--- config.mk ---
export PLATFORM = sky130hd
export DESIGN_NAME = xrd_ctrl
export DESIGN_NICKNAME = d
export VERILOG_FILES = /design/src/xrd_pkg.sv /design/src/xrd_ctrl.sv
export SDC_FILE = /design/constraint.sdc
export NUM_CORES = 1
export LEC_CHECK = 0
export BUFFER_PORTS_ARGS = -buffer_cell sky130_fd_sc_hd__buf_2
export CAP_MARGIN = 20
export CELL_PAD_IN_SITES_DETAIL_PLACEMENT = 1
export CELL_PAD_IN_SITES_GLOBAL_PLACEMENT = 1
export CORE_UTILIZATION = 42
export DETAILED_ROUTE_END_ITERATION = 8
export HOLD_SLACK_MARGIN = 0.03
export PLACE_DENSITY_LB_ADDON = 0.1
export REMOVE_ABC_BUFFERS = 1
export SYNTH_ARGS = -nofsm -noshare
export SYNTH_HDL_FRONTEND = slang
export SYNTH_SLANG_ARGS = --single-unit
--- constraint.sdc ---
create_clock -name i_clk -period 7.65 [get_ports i_clk]
set_clock_uncertainty 0.1 [all_clocks]
set_input_delay 0.765 -clock i_clk [delete_from_list [all_inputs] [get_ports i_clk]]
set_output_delay 0.765 -clock i_clk [all_outputs]
set_load 0.01 [all_outputs]
--- src/xrd_pkg.sv ---
`timescale 1ns / 1ps
// ----------------------------------------------------------------------------
// xrd_pkg
// Shared widths, limits, register codes and the per-item operation that the
// control stage hands to the store datapath.
// ----------------------------------------------------------------------------
package xrd_pkg;

    localparam int DATA_W      = 8;
    localparam int POS_W       = 16;
    localparam int ROW_LEN_W   = 13;
    localparam int MAX_ROW     = 4096;
    localparam int MAX_RECORD  = 64;
    localparam int SIZE_BYTES  = 2;

    localparam int ROW_ADDR_W  = $clog2(MAX_ROW);
    localparam int SLOT_W      = $clog2(MAX_RECORD);
    localparam int REC_ADDR_W  = 2 * SLOT_W;
    localparam int ADDR_W      = (ROW_ADDR_W > REC_ADDR_W) ? ROW_ADDR_W : REC_ADDR_W;
    localparam int ROW_DEPTH   = MAX_ROW;
    localparam int REC_DEPTH   = MAX_RECORD * MAX_RECORD;

    // register index codes (paddr bit 2)
    localparam logic REG_DECODE  = 1'b0;
    localparam logic REG_ROW_LEN = 1'b1;

    // one item on its way from the control stage to the store stage
    typedef struct packed {
        logic [DATA_W-1:0] data;
        logic              last;
        logic              incomplete;
        logic              bad;
        logic              use_xor;
        logic              wr_en;
        logic              sel_rec;
        logic [ADDR_W-1:0] addr;
        logic              decode;
    } t_op;

endpackage

--- src/xrd_ctrl.sv ---
`timescale 1ns / 1ps
// ----------------------------------------------------------------------------
// xrd_ctrl
// Position, record size and seen-size tracking; turns each accepted byte into
// a store address and a set of flags for the store stage.
// ----------------------------------------------------------------------------
module xrd_ctrl
    import xrd_pkg::*;
(
    input  logic                 i_clk,
    input  logic                 i_rst_n,
    input  logic                 i_accept,
    input  logic [DATA_W-1:0]    i_data,
    input  logic                 i_last,
    input  logic                 i_decode,
    input  logic [ROW_LEN_W-1:0] i_row_length,
    output t_op                  o_op
);

    logic [POS_W-1:0]      r_pos, n_pos;
    logic [POS_W-1:0]      r_size, n_size;
    logic                  r_frd, n_frd;
    logic                  r_delta, n_delta;
    logic [MAX_RECORD-1:0] r_seen, n_seen;

    logic [ROW_LEN_W-1:0]  rlen;
    logic [ROW_LEN_W-1:0]  pos_row;
    logic [ROW_LEN_W-1:0]  pos_inc;
    logic [POS_W-1:0]      size_hdr;
    logic [POS_W-1:0]      hdr_m1;
    logic [POS_W-1:0]      cur_m1;
    logic                  hdr_bad;
    logic                  cur_bad;
    logic [POS_W-1:0]      rec_len;
    logic [POS_W:0]        pos_p1;
    logic [POS_W-1:0]      pos_next;

    // clamp of the row length
    assign rlen     = (i_row_length > ROW_LEN_W'(MAX_ROW)) ? ROW_LEN_W'(MAX_ROW)
                                                            : i_row_length;
    assign pos_row  = (r_pos >= POS_W'(rlen)) ? '0 : r_pos[ROW_LEN_W-1:0];
    assign pos_inc  = pos_row + 1'b1;

    // record size decode
    assign size_hdr = {r_size[POS_W-1:DATA_W], i_data};
    assign hdr_m1   = size_hdr - 1'b1;
    assign cur_m1   = r_size - 1'b1;
    assign hdr_bad  = (size_hdr < POS_W'(SIZE_BYTES)) || (size_hdr > POS_W'(MAX_RECORD));
    assign cur_bad  = (r_size < POS_W'(SIZE_BYTES)) || (r_size > POS_W'(MAX_RECORD));
    assign rec_len  = (cur_bad && (r_size < POS_W'(SIZE_BYTES))) ? POS_W'(SIZE_BYTES)
                                                                   : r_size;
    assign pos_p1   = {1'b0, r_pos} + 1'b1;

    // per-byte decision and next state
    always_comb begin
        n_size   = r_size;
        n_frd    = r_frd;
        n_delta  = r_delta;
        n_seen   = r_seen;
        pos_next = r_pos;

        o_op            = '0;
        o_op.data       = i_data;
        o_op.last       = i_last;
        o_op.decode     = i_decode;

        if (rlen != '0) begin
            // row mode
            o_op.use_xor = r_frd;
            o_op.wr_en   = 1'b1;
            o_op.addr    = ADDR_W'(pos_row[ROW_ADDR_W-1:0]);
            if (pos_inc >= rlen) begin
                pos_next = '0;
                n_frd    = 1'b1;
            end else begin
                pos_next = POS_W'(pos_inc);
            end
        end else if (r_pos == '0) begin
            // first size byte
            n_size   = {i_data, {DATA_W{1'b0}}};
            n_delta  = 1'b0;
            pos_next = POS_W'(1);
        end else if (r_pos == POS_W'(1)) begin
            // second size byte
            n_size = size_hdr;
            if (hdr_bad) begin
                o_op.bad = 1'b1;
                n_delta  = 1'b0;
                pos_next = (size_hdr < POS_W'(SIZE_BYTES)) ? '0 : POS_W'(2);
            end else begin
                n_delta = r_seen[hdr_m1[SLOT_W-1:0]];
                n_seen[hdr_m1[SLOT_W-1:0]] = 1'b1;
                pos_next = (size_hdr <= POS_W'(SIZE_BYTES)) ? '0 : POS_W'(2);
            end
        end else begin
            // record body
            o_op.bad = cur_bad;
            if (!cur_bad && (r_pos < POS_W'(MAX_RECORD))) begin
                o_op.use_xor = r_delta;
                o_op.wr_en   = 1'b1;
                o_op.sel_rec = 1'b1;
                o_op.addr    = ADDR_W'({cur_m1[SLOT_W-1:0], r_pos[SLOT_W-1:0]});
            end
            pos_next = (pos_p1 >= {1'b0, rec_len}) ? '0 : pos_p1[POS_W-1:0];
        end

        o_op.incomplete = i_last && (pos_next != '0);
        n_pos           = pos_next;

        // buffer end clears the tracking state
        if (i_last) begin
            n_pos   = '0;
            n_size  = '0;
            n_frd   = 1'b0;
            n_delta = 1'b0;
            n_seen  = '0;
        end
    end

    // state registers
    always_ff @(posedge i_clk) begin
        if (!i_rst_n) begin
            r_pos   <= '0;
            r_size  <= '0;
            r_frd   <= 1'b0;
            r_delta <= 1'b0;
            r_seen  <= '0;
        end else if (i_accept) begin
            r_pos   <= n_pos;
            r_size  <= n_size;
            r_frd   <= n_frd;
            r_delta <= n_delta;
            r_seen  <= n_seen;
        end
    end

endmodule

==> qor.yml, run 1 <==
status:
  outcome: "finished clean"
logic_synthesis:
  synth-async-reset-ratio_pct: 0
  synth_cell_type_count: 77
  synth_top_cell_by_area: "dfxtp_1"
  syn_avg_cell_area_um2: 7.89
  synth_commonest_cells: "106 x nor2_1, 98 x dfxtp_1, 71 x nand2_1"
  synth_seq_cells: 98
  ys_seq_area_share_pct: 29.1
  yosys_warnings: 0
  synth.most_common_cell: "nor2_1"
  synth_edf_count: 0
  syn-cell-area_um2: 6750
  ys.flop_type: "dfxtp_1"
  yosysTopAreaCellShare_pct: 29.1
  synth.area.top_cells: "dfxtp_1 29%, ha_1 8.9%, nor2_1 5.9%"
  syn_inst: 856
global_route:
  grt_pass1_wl_mm: 36.3
  antenna_found_initial: 0
  grt_overflow: 0
  grt_usage_pct: 28.2
  grt_max_degree: 36
  grt_pass1_vias: 6676
finish:
  drive_gt1_share_pct: 12.1
  nets: 939
  diodes: 0
  syn_to_final_growth_pct: 8.40
  fillers: 1928
worst_setup_path:
  r2r-start: "r_pos[2]"
  cp_top_family: "simple AND/OR/NAND/NOR gates"
  slowest_stage: "a311o_1"
  cp_max_fo: 20
  worst-endpoint-arrival_ns: 6.09
  end_kind: "primary output"
  cp.required_ns: 6.78
  cp_slowest_stage_delay_ns: 0.51
  crit_buf_inv: 4
  startpoint: "i_row_length[12]"
  crit_chain: "buf_2, inv_1, nand2_1, ha_1, nor2b_1, o211a_1, o31ai_1, nand3_1, buf_4, nor2_1, ha_1, nand4_4, or3_4, xnor2_2, nor2_1, ha_1, nand3_1, nor2_1, a221o_1, a311o_1, or3_1, o211ai_1, o41a_1, buf_2"
  worstSetupPathType: "input pin to primary output"
  crit_path_start_kind: "input pin"
clocking:
  clock-sinks: 98
  post-cts-setup-buffer-count: 0
  cts_max_path_buffers: 2
  cts_resized: 0
  clock_latency_ns: 0.35
  htree_levels: 3
  cts_buffers: 9
  tritoncts: "yes"
  root_buffer: "clkbuf_16"
  cts_hold_buf: 0
  cts.clk_slew.worst_paths_ns: 0.08
timing:
  rsz0062_at_grt: "no"
  report.final.setup_viol: 0
  fin_ws_ns: 0.693
  hold_viol: 0
  maxSlewViolCount: 0
  tns_ns: 0
  period_share_pct: 90.9
  slew_headroom_pct: 35.2
  timing.fmax_mhz: 144
  worstMarginPinSlew_ns: 0.968
  fin_crit_ns: 6.96
power_and_ir_drop:
  power.density_nw_per_um2: 162
  ir_worst_vdd_mv: 0.148
  p_leak_uw: 0.00289
hold_path:
  min_from: "r_seen[26]"
  worst_hold_path_type: "flop to flop"
floorplanning:
  die_h_um: 129
  die_w_um: 129
  io_pins: 53
  start_util_pct: 43.8
  rows: 45
  core_area_um2: 15400
  dieArea_um2: 16600
detailed_routing:
  num_vias: 6593
  postRouteAntennaNets: 0
  drtIter0Drc: 515
  wl_mm: 22.4
  viasPerCell: 6.10
  dr.pass1.iters: 4
  drc_errors: 0
  avgRoutedWirePerCell_um: 20.7
flow_run:
  maxCapViolCount: 0
placed_design:
  dp_hpwl_mm: 16.8
  place_ws_ns: 0.742
  port_buffers: 50
  globalplace.congestion: 0.899
==> path summary, 6_finish.rpt <==
| path | end | slack (ns) | cells after the start |
|---|---|---|---|
| worst max register to register | r_pos[10] | 2.07 | 20 |
| worst min register to register | r_seen[26] | 0.36 | 1 |
| worst min-delay path | r_seen[26] | 0.36 | 1 |
| worst max-delay path | o_op[17] | 0.69 | 24 |
==> worst reg2reg max path, cell delays in order, from the launching register on <==
cell and delay (ns):
dfxtp_1 0.68, ha_1 0.35, a31oi_1 0.17, nor2b_1 0.09, o31ai_1 0.30, nand3_1 0.13, buf_4 0.22, nor2_1 0.16
ha_1 0.31, nand4_4 0.14, or3_4 0.41, xnor2_2 0.18, nor2_1 0.07, ha_1 0.29, nand3_1 0.11, nor2_1 0.06
a221o_1 0.33, a311o_1 0.51, or3_1 0.42, a211o_1 0.29, a21oi_1 0.17
==> registers in the layout, indices dropped and copies added (netlist names) <==
name     cells
r_seen      64
r_pos       16
r_size      16
r_delta      1
r_frd        1
==> cell type report <==
cell class / count / area, um2 / share of cell area (%)
Clock buffer: 9 / 225 / 3.08
Clock inverter: 7 / 93.8 / 1.28
Inverter: 43 / 161 / 2.21
Multi-Input combinational cell: 654 / 4290 / 58.7
Sequential cell: 98 / 1960 / 26.8
Tap cell: 211 / 264 / 3.61
Timing Repair Buffer: 59 / 318 / 4.34
==> power by group <==
group	switching [uW]	internal (uW)	leakage (uW)
clock network	231	264	0.000153
logic	124	54.1	0.00195
registers	1.71	512	0.000789
total	357	830	0.00289
==> logic make-up after synthesis <==
logic type               share of synthesized area, %
XOR/XNOR                                         4.37
flip-flops                                       29.1
AND/OR/NAND/NOR                                  26.0
adder cells (fa/ha/maj)                          8.90
AO/OA/AOI/OAI                                    21.7
buffers and inverters                            7.52
multiplexers                                     2.48
==> layer usage <==
| metal | track usage (%) | vias up | wire (um) |
|---|---|---|---|
| met5 | 0 | - | 0 |
| met4 | 7.82 | 0 | 435 |
| met3 | 3.74 | 28 | 1040 |
| met2 | 44.3 | 160 | 9850 |
| met1 | 40.3 | 3276 | 11100 |
| li1 | - | 3129 | - |
==> placed cells by master (no fill, tap or decap), drive strengths merged, types with 5 or more instances in the layout <==
cell type  synthesis  layout
or4                7       7
and3               6       6
a2111oi            6       6
inv               39      43
o22ai              8       8
nor4              16      16
clkbuf            19       9
nor2             107     107
o21ai             35      35
nor3              51      51
mux2i             10      10
nand4             13      13
o31ai              7       7
a32oi              7       7
clkinv             4       5
xnor2             20      20
and4               6       6
a21o               6       6
a211oi             6       6
dfxtp             98      98
xor2              12      12
a31oi             30      30
nor2b              7       7
buf               42      59
ha                48      48
o21a              39      39
and2              11      11
a21oi             34      34
or3                9       9
nand3             29      29
nand2             72      72
==> metrics by stage <==
step / util (%) / power, uW / hold WS (ns) / instances / cell area, um2
after floorplan: - / 628 / 0.328 / 795 / 6400
after global placement: 45.4 / 696 / 0.340 / 1065 / 7000
after detailed placement: 45.4 / 701 / 0.347 / 1065 / 7000
after CTS: 47.4 / 1190 / 0.366 / 1081 / 7320
after global routing: 47.4 / 1230 / 0.381 / 1081 / 7320
final: 47.4 / 1190 / 0.364 / 1081 / 7320
(Power assumes the default switching activity.)
==> run 2, diff against run 1 <==
CTS_CLUSTER_DIAMETER = 60   (was default)
MAX_ROUTING_LAYER = met4   (was default)
==> run 2 against run 1 <==
Against the previous run: wire length up 1.2%; register-to-register slack worse by 0.10 ns; sequential cell count stayed put; sequential share of layout area unchanged; sequential power is essentially flat; total power down 0.35%; worst hold slack better by 0.0014 ns; first-iteration DRC count down 10%; final area stayed put; core utilization is the same; highest routed layer unchanged.
==> qor.yml, run 2 (synthesized netlist as in run 1, its figures left out) <==
floorplanning:
  start_util_pct: 43.8  # unchanged
  io_pins: 53  # unchanged
  die_h_um: 129  # unchanged
  rows: 45  # unchanged
  die_w_um: 129  # unchanged
  core_area_um2: 15400  # unchanged
  dieArea_um2: 16600  # unchanged
worst_setup_path:
  cp.required_ns: 6.78  # about the same
  crit_chain: "buf_2, inv_1, nand2_1, ha_1, nor2b_1, o211a_1, o31ai_1, nand3_1, buf_4, nor2_1, ha_1, nand4_4, or3_4, xnor2_2, nor2_1, ha_1, nand3_1, nor2_1, a221o_1, a311o_1, or3_1, o211ai_1, o41a_1, buf_2"
  cp_max_fo: 20  # unchanged
  crit_buf_inv: 4  # unchanged
  startpoint: "i_row_length[12]"
  worstSetupPathType: "input pin to primary output"
  slowest_stage: "a311o_1"
  r2r_slack_ns: 1.97  # -0.10 ns
  r2r_end: "r_pos[10]"
  cp_top_family: "simple AND/OR/NAND/NOR gates"
  worst-endpoint-arrival_ns: 6.19  # +0.10 ns
  end_kind: "primary output"
  cp_slowest_stage_delay_ns: 0.50  # about the same
  r2r-start: "r_pos[2]"
  crit_path_start_kind: "input pin"
  reg2reg_depth: 20  # unchanged
finish:
  most-common-layout-cells: "106 x nor2_1, 98 x dfxtp_1, 71 x nand2_1"
  drive_gt1_share_pct: 12.1  # unchanged
  largest_register_ffs: 64  # unchanged
  syn_to_final_growth_pct: 8.40  # unchanged
  diodes: 0  # unchanged
  nets: 939  # unchanged
  layout_commonest_cell: "nor2_1"
  regMostFlops: "r_seen"
  final_area_um2: 7320  # unchanged
  reg_top3: "r_seen x64, r_pos x16, r_size x16"
  layout.cells.non_filler: 1081  # unchanged
timing:
  whs_ns: 0.365  # +0.00136 ns
  worstMarginPinSlew_ns: 0.954  # -0.0140 ns
  maxSlewViolCount: 0  # unchanged
  rsz0062_at_grt: "no"
  timing.fmax_mhz: 142  # -1.3%
  hold_viol: 0  # unchanged
  report.final.setup_viol: 0  # unchanged
  tns_ns: 0  # unchanged
  period_share_pct: 92.2  # +1.2 points
  fin_crit_ns: 7.05  # +0.0944 ns
  slew_headroom_pct: 36.3  # +1.0 points
global_route:
  grt_pass1_vias: 6634  # -0.63%
  grt_max_degree: 36  # unchanged
  grt_overflow: 0  # unchanged
  grt_usage_pct: 29.6  # +1.4 points
  grt_pass1_wl_mm: 36.6  # +0.71%
  antenna_found_initial: 0  # unchanged
clocking:
  root_buffer: "clkbuf_16"
  cts_max_path_buffers: 2  # unchanged
  cts_hold_buf: 0  # unchanged
  post-cts-setup-buffer-count: 0  # unchanged
  tritoncts: "yes"
  cts_resized: 0  # unchanged
  htree_levels: 3  # unchanged
  clock_latency_ns: 0.36  # about the same
  cts.clk_slew.worst_paths_ns: 0.08  # about the same
  clock-sinks: 98  # unchanged
  cts_buffers: 9  # unchanged
power_and_ir_drop:
  p_int_uw: 836  # +0.78%
  power.density_nw_per_um2: 162  # -0.35%
  power_switching_uw: 347  # -2.9%
  power_uw: 1180  # -0.35%
  combPwrFrac_pct: 15.1  # about the same
  power_frac_clock_pct: 41.5  # -0.2 points
  power_frac_seq_pct: 43.4  # +0.2 points
  ir_worst_vdd_mv: 0.114  # -23%
  p_leak_uw: 0.00289  # about the same
  p_sw_share_pct: 29.3  # -0.79 points
placed_design:
  dp_hpwl_mm: 17.0  # +1.6%
  globalplace.congestion: 0.913  # +1.5%
  post-place-cells: 1065  # unchanged
  port_buffers: 50  # unchanged
  placed_cell_area_um2: 7000  # unchanged
hold_path:
  hold_end: "r_seen[43]"
  min_from: "r_seen[43]"
  whs_path_depth: 1  # unchanged
  worst_hold_path_type: "flop to flop"
detailed_routing:
  drc_errors: 0  # unchanged
  num_vias: 6636  # +0.65%
  wl_mm: 22.7  # +1.2%
  avgRoutedWirePerCell_um: 21.0  # +1.2%
  dr.pass1.iters: 4  # unchanged
  postRouteAntennaNets: 0  # unchanged
  viasPerCell: 6.14  # +0.65%
  drtIter0Drc: 463  # -10%
flow_run:
  maxCapViolCount: 0  # unchanged
status:
  outcome: "finished clean"
run 2: changes by cell type in the layout (fill, tap and decap cells not counted), sizes merged:
cell    before  now
inv         43   42
clkbuf       9   10
run 2: area by class of cell:
| type | instances | area (um2) |
|---|---|---|
| fillers | 1930 | 8110 |
| multi-input cells | 654 | 4290 |
| flip-flops and latches | 98 | 1960 |
| repair buffers | 59 | 318 |
| well taps | 211 | 264 |
| clock buffers | 10 | 239 |
| inverters | 43 | 161 |
| clock inverters | 6 | 80.1 |
run 2: how the worst max path moves through the flow:
stage	to	slack (ns)	cells after the start
3_3_place_gp	o_op[17]	0.97	24
4_1_cts	o_op[17]	0.70	24
2_1_floorplan	o_op[17]	1.32	21
3_5_place_dp	o_op[17]	0.70	24
6_report	o_op[17]	0.60	24
5_1_grt	o_op[17]	0.33	24
run 2: power groups by stage:
stage	logic, uW	clock network (uW)	registers [uW]
floorplan	103	0	525
global placement	171	0	525
detailed placement	176	0	525
CTS	177	502	513
global route	194	520	514
finish	179	491	514
run 2: per-stage QoR:
stage | worst slack [ns] | util [%]
floorplan | 1.32 | -
global placement | 0.968 | 45.4
detailed placement | 0.698 | 45.4
CTS | 0.696 | 47.4
global route | 0.333 | 47.4
finish | 0.599 | 47.4
run 2: layer usage:
layer | GRT usage (%) | vias to the layer above | routed length [um]
met5 | - | - | 0
met4 | 8.44 | 0 | 413
met3 | 5.07 | 33 | 992
met2 | 44.9 | 156 | 10100
met1 | 40.3 | 3326 | 11200
li1 | - | 3121 | -
run 2: worst register-to-register path, stage by stage (launching register included):
cell and delay (ns):
dfxtp_1 0.68, ha_1 0.35, a31oi_1 0.19, nor2b_1 0.09, o31ai_1 0.31, nand3_1 0.12, buf_4 0.22, nor2_1 0.18
ha_1 0.34, nand4_4 0.15, or3_4 0.41, xnor2_2 0.15, nor2_1 0.19, ha_1 0.29, nand3_1 0.11, nor2_1 0.06
a221o_1 0.33, a311o_1 0.50, or3_1 0.40, a211o_1 0.30, a21oi_1 0.14
==> run 3, diff against run 2 <==
GPL_TIMING_DRIVEN = 0   (was default)
==> run 3 against run 2 <==
Against the previous run: first-iteration DRC count shrank 8.9%; die area is the same; maximum frequency shrank 2.8%; register-to-register slack lost 0.38 ns; non-clock buffer count shrank 5; combinational power is essentially flat; highest routed layer unchanged.
==> qor.yml, run 3 (synthesized netlist as in run 1, its figures left out) <==
placed_design:
  port_buffers: 50  # unchanged
  dp_hpwl_mm: 16.8  # -1.3%
  place_ws_ns: -0.0535  # -0.752 ns
  globalplace.congestion: 0.920  # +0.75%
  placed_cell_area_um2: 6980  # -0.27%
clocking:
  tritoncts: "yes"
  clock-sinks: 98  # unchanged
  cts_hold_buf: 0  # unchanged
  cts_buffers: 9  # unchanged
  htree_levels: 3  # unchanged
  post-cts-setup-buffer-count: 0  # unchanged
  root_buffer: "clkbuf_16"
  cts_max_path_buffers: 2  # unchanged
  clock_latency_ns: 0.36  # about the same
  cts.clk_slew.worst_paths_ns: 0.07  # about the same
worst_setup_path:
  cp_max_fo: 20  # unchanged
  reg2reg_depth: 20  # unchanged
  cp.required_ns: 6.78  # about the same
  worstSetupPathType: "input pin to primary output"
  worst-endpoint-arrival_ns: 6.39  # +0.20 ns
  endpoint: "o_op[17]"
  r2r_end: "r_pos[10]"
  crit_path_start_kind: "input pin"
  r2r_slack_ns: 1.59  # -0.38 ns
  r2r-start: "r_pos[0]"
  startpoint: "i_row_length[12]"
  end_kind: "primary output"
finish:
  layout_commonest_cell: "nor2_1"
  diodes: 0  # unchanged
  nets: 934  # -0.53%
  regMostFlops: "r_seen"
  most-common-layout-cells: "106 x nor2_1, 98 x dfxtp_1, 71 x nand2_1"
  utilization_pct: 47.3  # -0.089 points
  reg_top3: "r_seen x64, r_pos x16, r_size x16"
  syn_to_final_growth_pct: 8.19
  fillers: 1932  # +0.10%
  final_area_um2: 7300  # -0.19%
  largest_register_ffs: 64  # unchanged
  drive_gt1_share_pct: 11.7  # -0.39 points
global_route:
  grt_usage_pct: 29.3  # -0.37 points
  grt_overflow: 0  # unchanged
  grt_max_degree: 36  # unchanged
  grt_pass1_wl_mm: 36.5  # -0.15%
  antenna_found_initial: 0  # unchanged
  grt_pass1_vias: 6729  # +1.4%
floorplanning:
  rows: 45  # unchanged
  die_w_um: 129  # unchanged
  die_h_um: 129  # unchanged
  dieArea_um2: 16600  # unchanged
  start_util_pct: 43.8  # unchanged
  io_pins: 53  # unchanged
  core_area_um2: 15400  # unchanged
timing:
  timing.fmax_mhz: 138  # -2.8%
  hold_viol: 0  # unchanged
  worstMarginPinSlew_ns: 1.05  # +0.0942 ns
  fin_crit_ns: 7.26  # +0.205 ns
  maxSlewViolCount: 0  # unchanged
  fin_ws_ns: 0.394  # -0.205 ns
  slew_headroom_pct: 30.1  # -6.2 points
  period_share_pct: 94.9  # +2.7 points
  rsz0062_at_grt: "no"
  report.final.setup_viol: 0  # unchanged
detailed_routing:
  avgRoutedWirePerCell_um: 21.1  # +0.70%
  viasPerCell: 6.18  # +0.75%
  dr.pass1.iters: 5  # +1
  num_vias: 6655  # +0.29%
  postRouteAntennaNets: 0  # unchanged
  drtIter0Drc: 422  # -8.9%
  wl_mm: 22.7  # +0.24%
  drc_errors: 0  # unchanged
power_and_ir_drop:
  power_frac_clock_pct: 40.4  # -1.1 points
  power_frac_seq_pct: 44.2  # +0.8 points
  power_uw: 1160  # -1.7%
  p_leak_uw: 0.00286  # -1.0%
  power_switching_uw: 341  # -1.7%
  p_sw_share_pct: 29.3  # about the same
  power.density_nw_per_um2: 159  # -1.5%
  ir_worst_vdd_mv: 0.114  # about the same
  combPwrFrac_pct: 15.4  # +0.3 points
  p_int_uw: 822  # -1.6%
flow_run:
  maxCapViolCount: 0  # unchanged
status:
  outcome: "finished clean"
hold_path:
  worst_hold_path_type: "flop to flop"
-- run 3: layout make-up --
class                   instances  area, um2  area share [%]
flip-flops and latches         98       1960            26.9
multi-input cells             654       4330            59.2
well taps                     211        264            3.61
clock buffers                  11        233            3.19
clock inverters                 5       62.6           0.856
inverters                      43        161            2.21
repair buffers                 54        295            4.04
-- run 3: per-layer routing --
layer | up-vias | part of all wire, % | global-route usage [%]
met4 | 0 | 2.0 | 9.48
met2 | 204 | 45 | 45.5
met5 | - | 0 | -
met3 | 33 | 5.1 | 3.70
li1 | 3110 | - | -
met1 | 3308 | 48 | 39.2
-- run 3: repair_timing --
item / 4_1_cts / 5_1_grt
pin swaps: 0 / 0
gates cloned: 0 / 0
endpoints found under the hold margin: 0 / 0
endpoints found under the setup margin: 1 / 1
resized for setup: 1 / 2
-- run 3: how the worst min path moves through the flow --
| stage | start | to | slack [ns] | depth (start not counted) |
|---|---|---|---|---|
| floorplan | r_seen[50] | r_seen[50] | 0.33 | 2 |
| global placement | r_seen[59] | r_seen[59] | 0.34 | 1 |
| detailed placement | r_seen[21] | r_seen[21] | 0.35 | 1 |
| CTS | r_seen[21] | r_seen[21] | 0.37 | 1 |
| global route | r_seen[21] | r_seen[21] | 0.37 | 1 |
| finish | r_seen[21] | r_seen[21] | 0.36 | 1 |
-- run 3: worst max-delay path: stages --
cell	delay, ns
buf_2	0.12
inv_1	0.26
nand2_1	0.15
ha_1	0.32
nor2b_1	0.14
o211a_1	0.22
o31ai_2	0.38
nand3_4	0.30
nor2_1	0.29
ha_1	0.35
nand4_4	0.14
or3_4	0.41
xnor2_2	0.21
nor2_1	0.08
ha_1	0.30
nand3_1	0.12
nor2_1	0.06
a221o_1	0.33
a311o_1	0.55
or3_1	0.47
o211ai_1	0.12
o41a_1	0.17
buf_2	0.14
-- run 3: power by group through the flow --
stage / registers [uW] / logic (uW) / clock network [uW]
after global routing: 515 / 194 / 495
final: 515 / 179 / 470
after floorplan: 525 / 103 / 0
after CTS: 515 / 176 / 477
after global placement: 526 / 165 / 0
after detailed placement: 527 / 175 / 0
-- run 3: per-stage QoR --
step | hold WS [ns] | std cells | setup TNS, ns
6_report | 0.363 | 1076 | 0
5_1_grt | 0.371 | 1076 | 0
4_1_cts | 0.366 | 1075 | 0
3_5_place_dp | 0.349 | 1059 | -0.0535
3_3_place_gp | 0.340 | 1056 | -0.00137
2_1_floorplan | 0.328 | 795 | 0
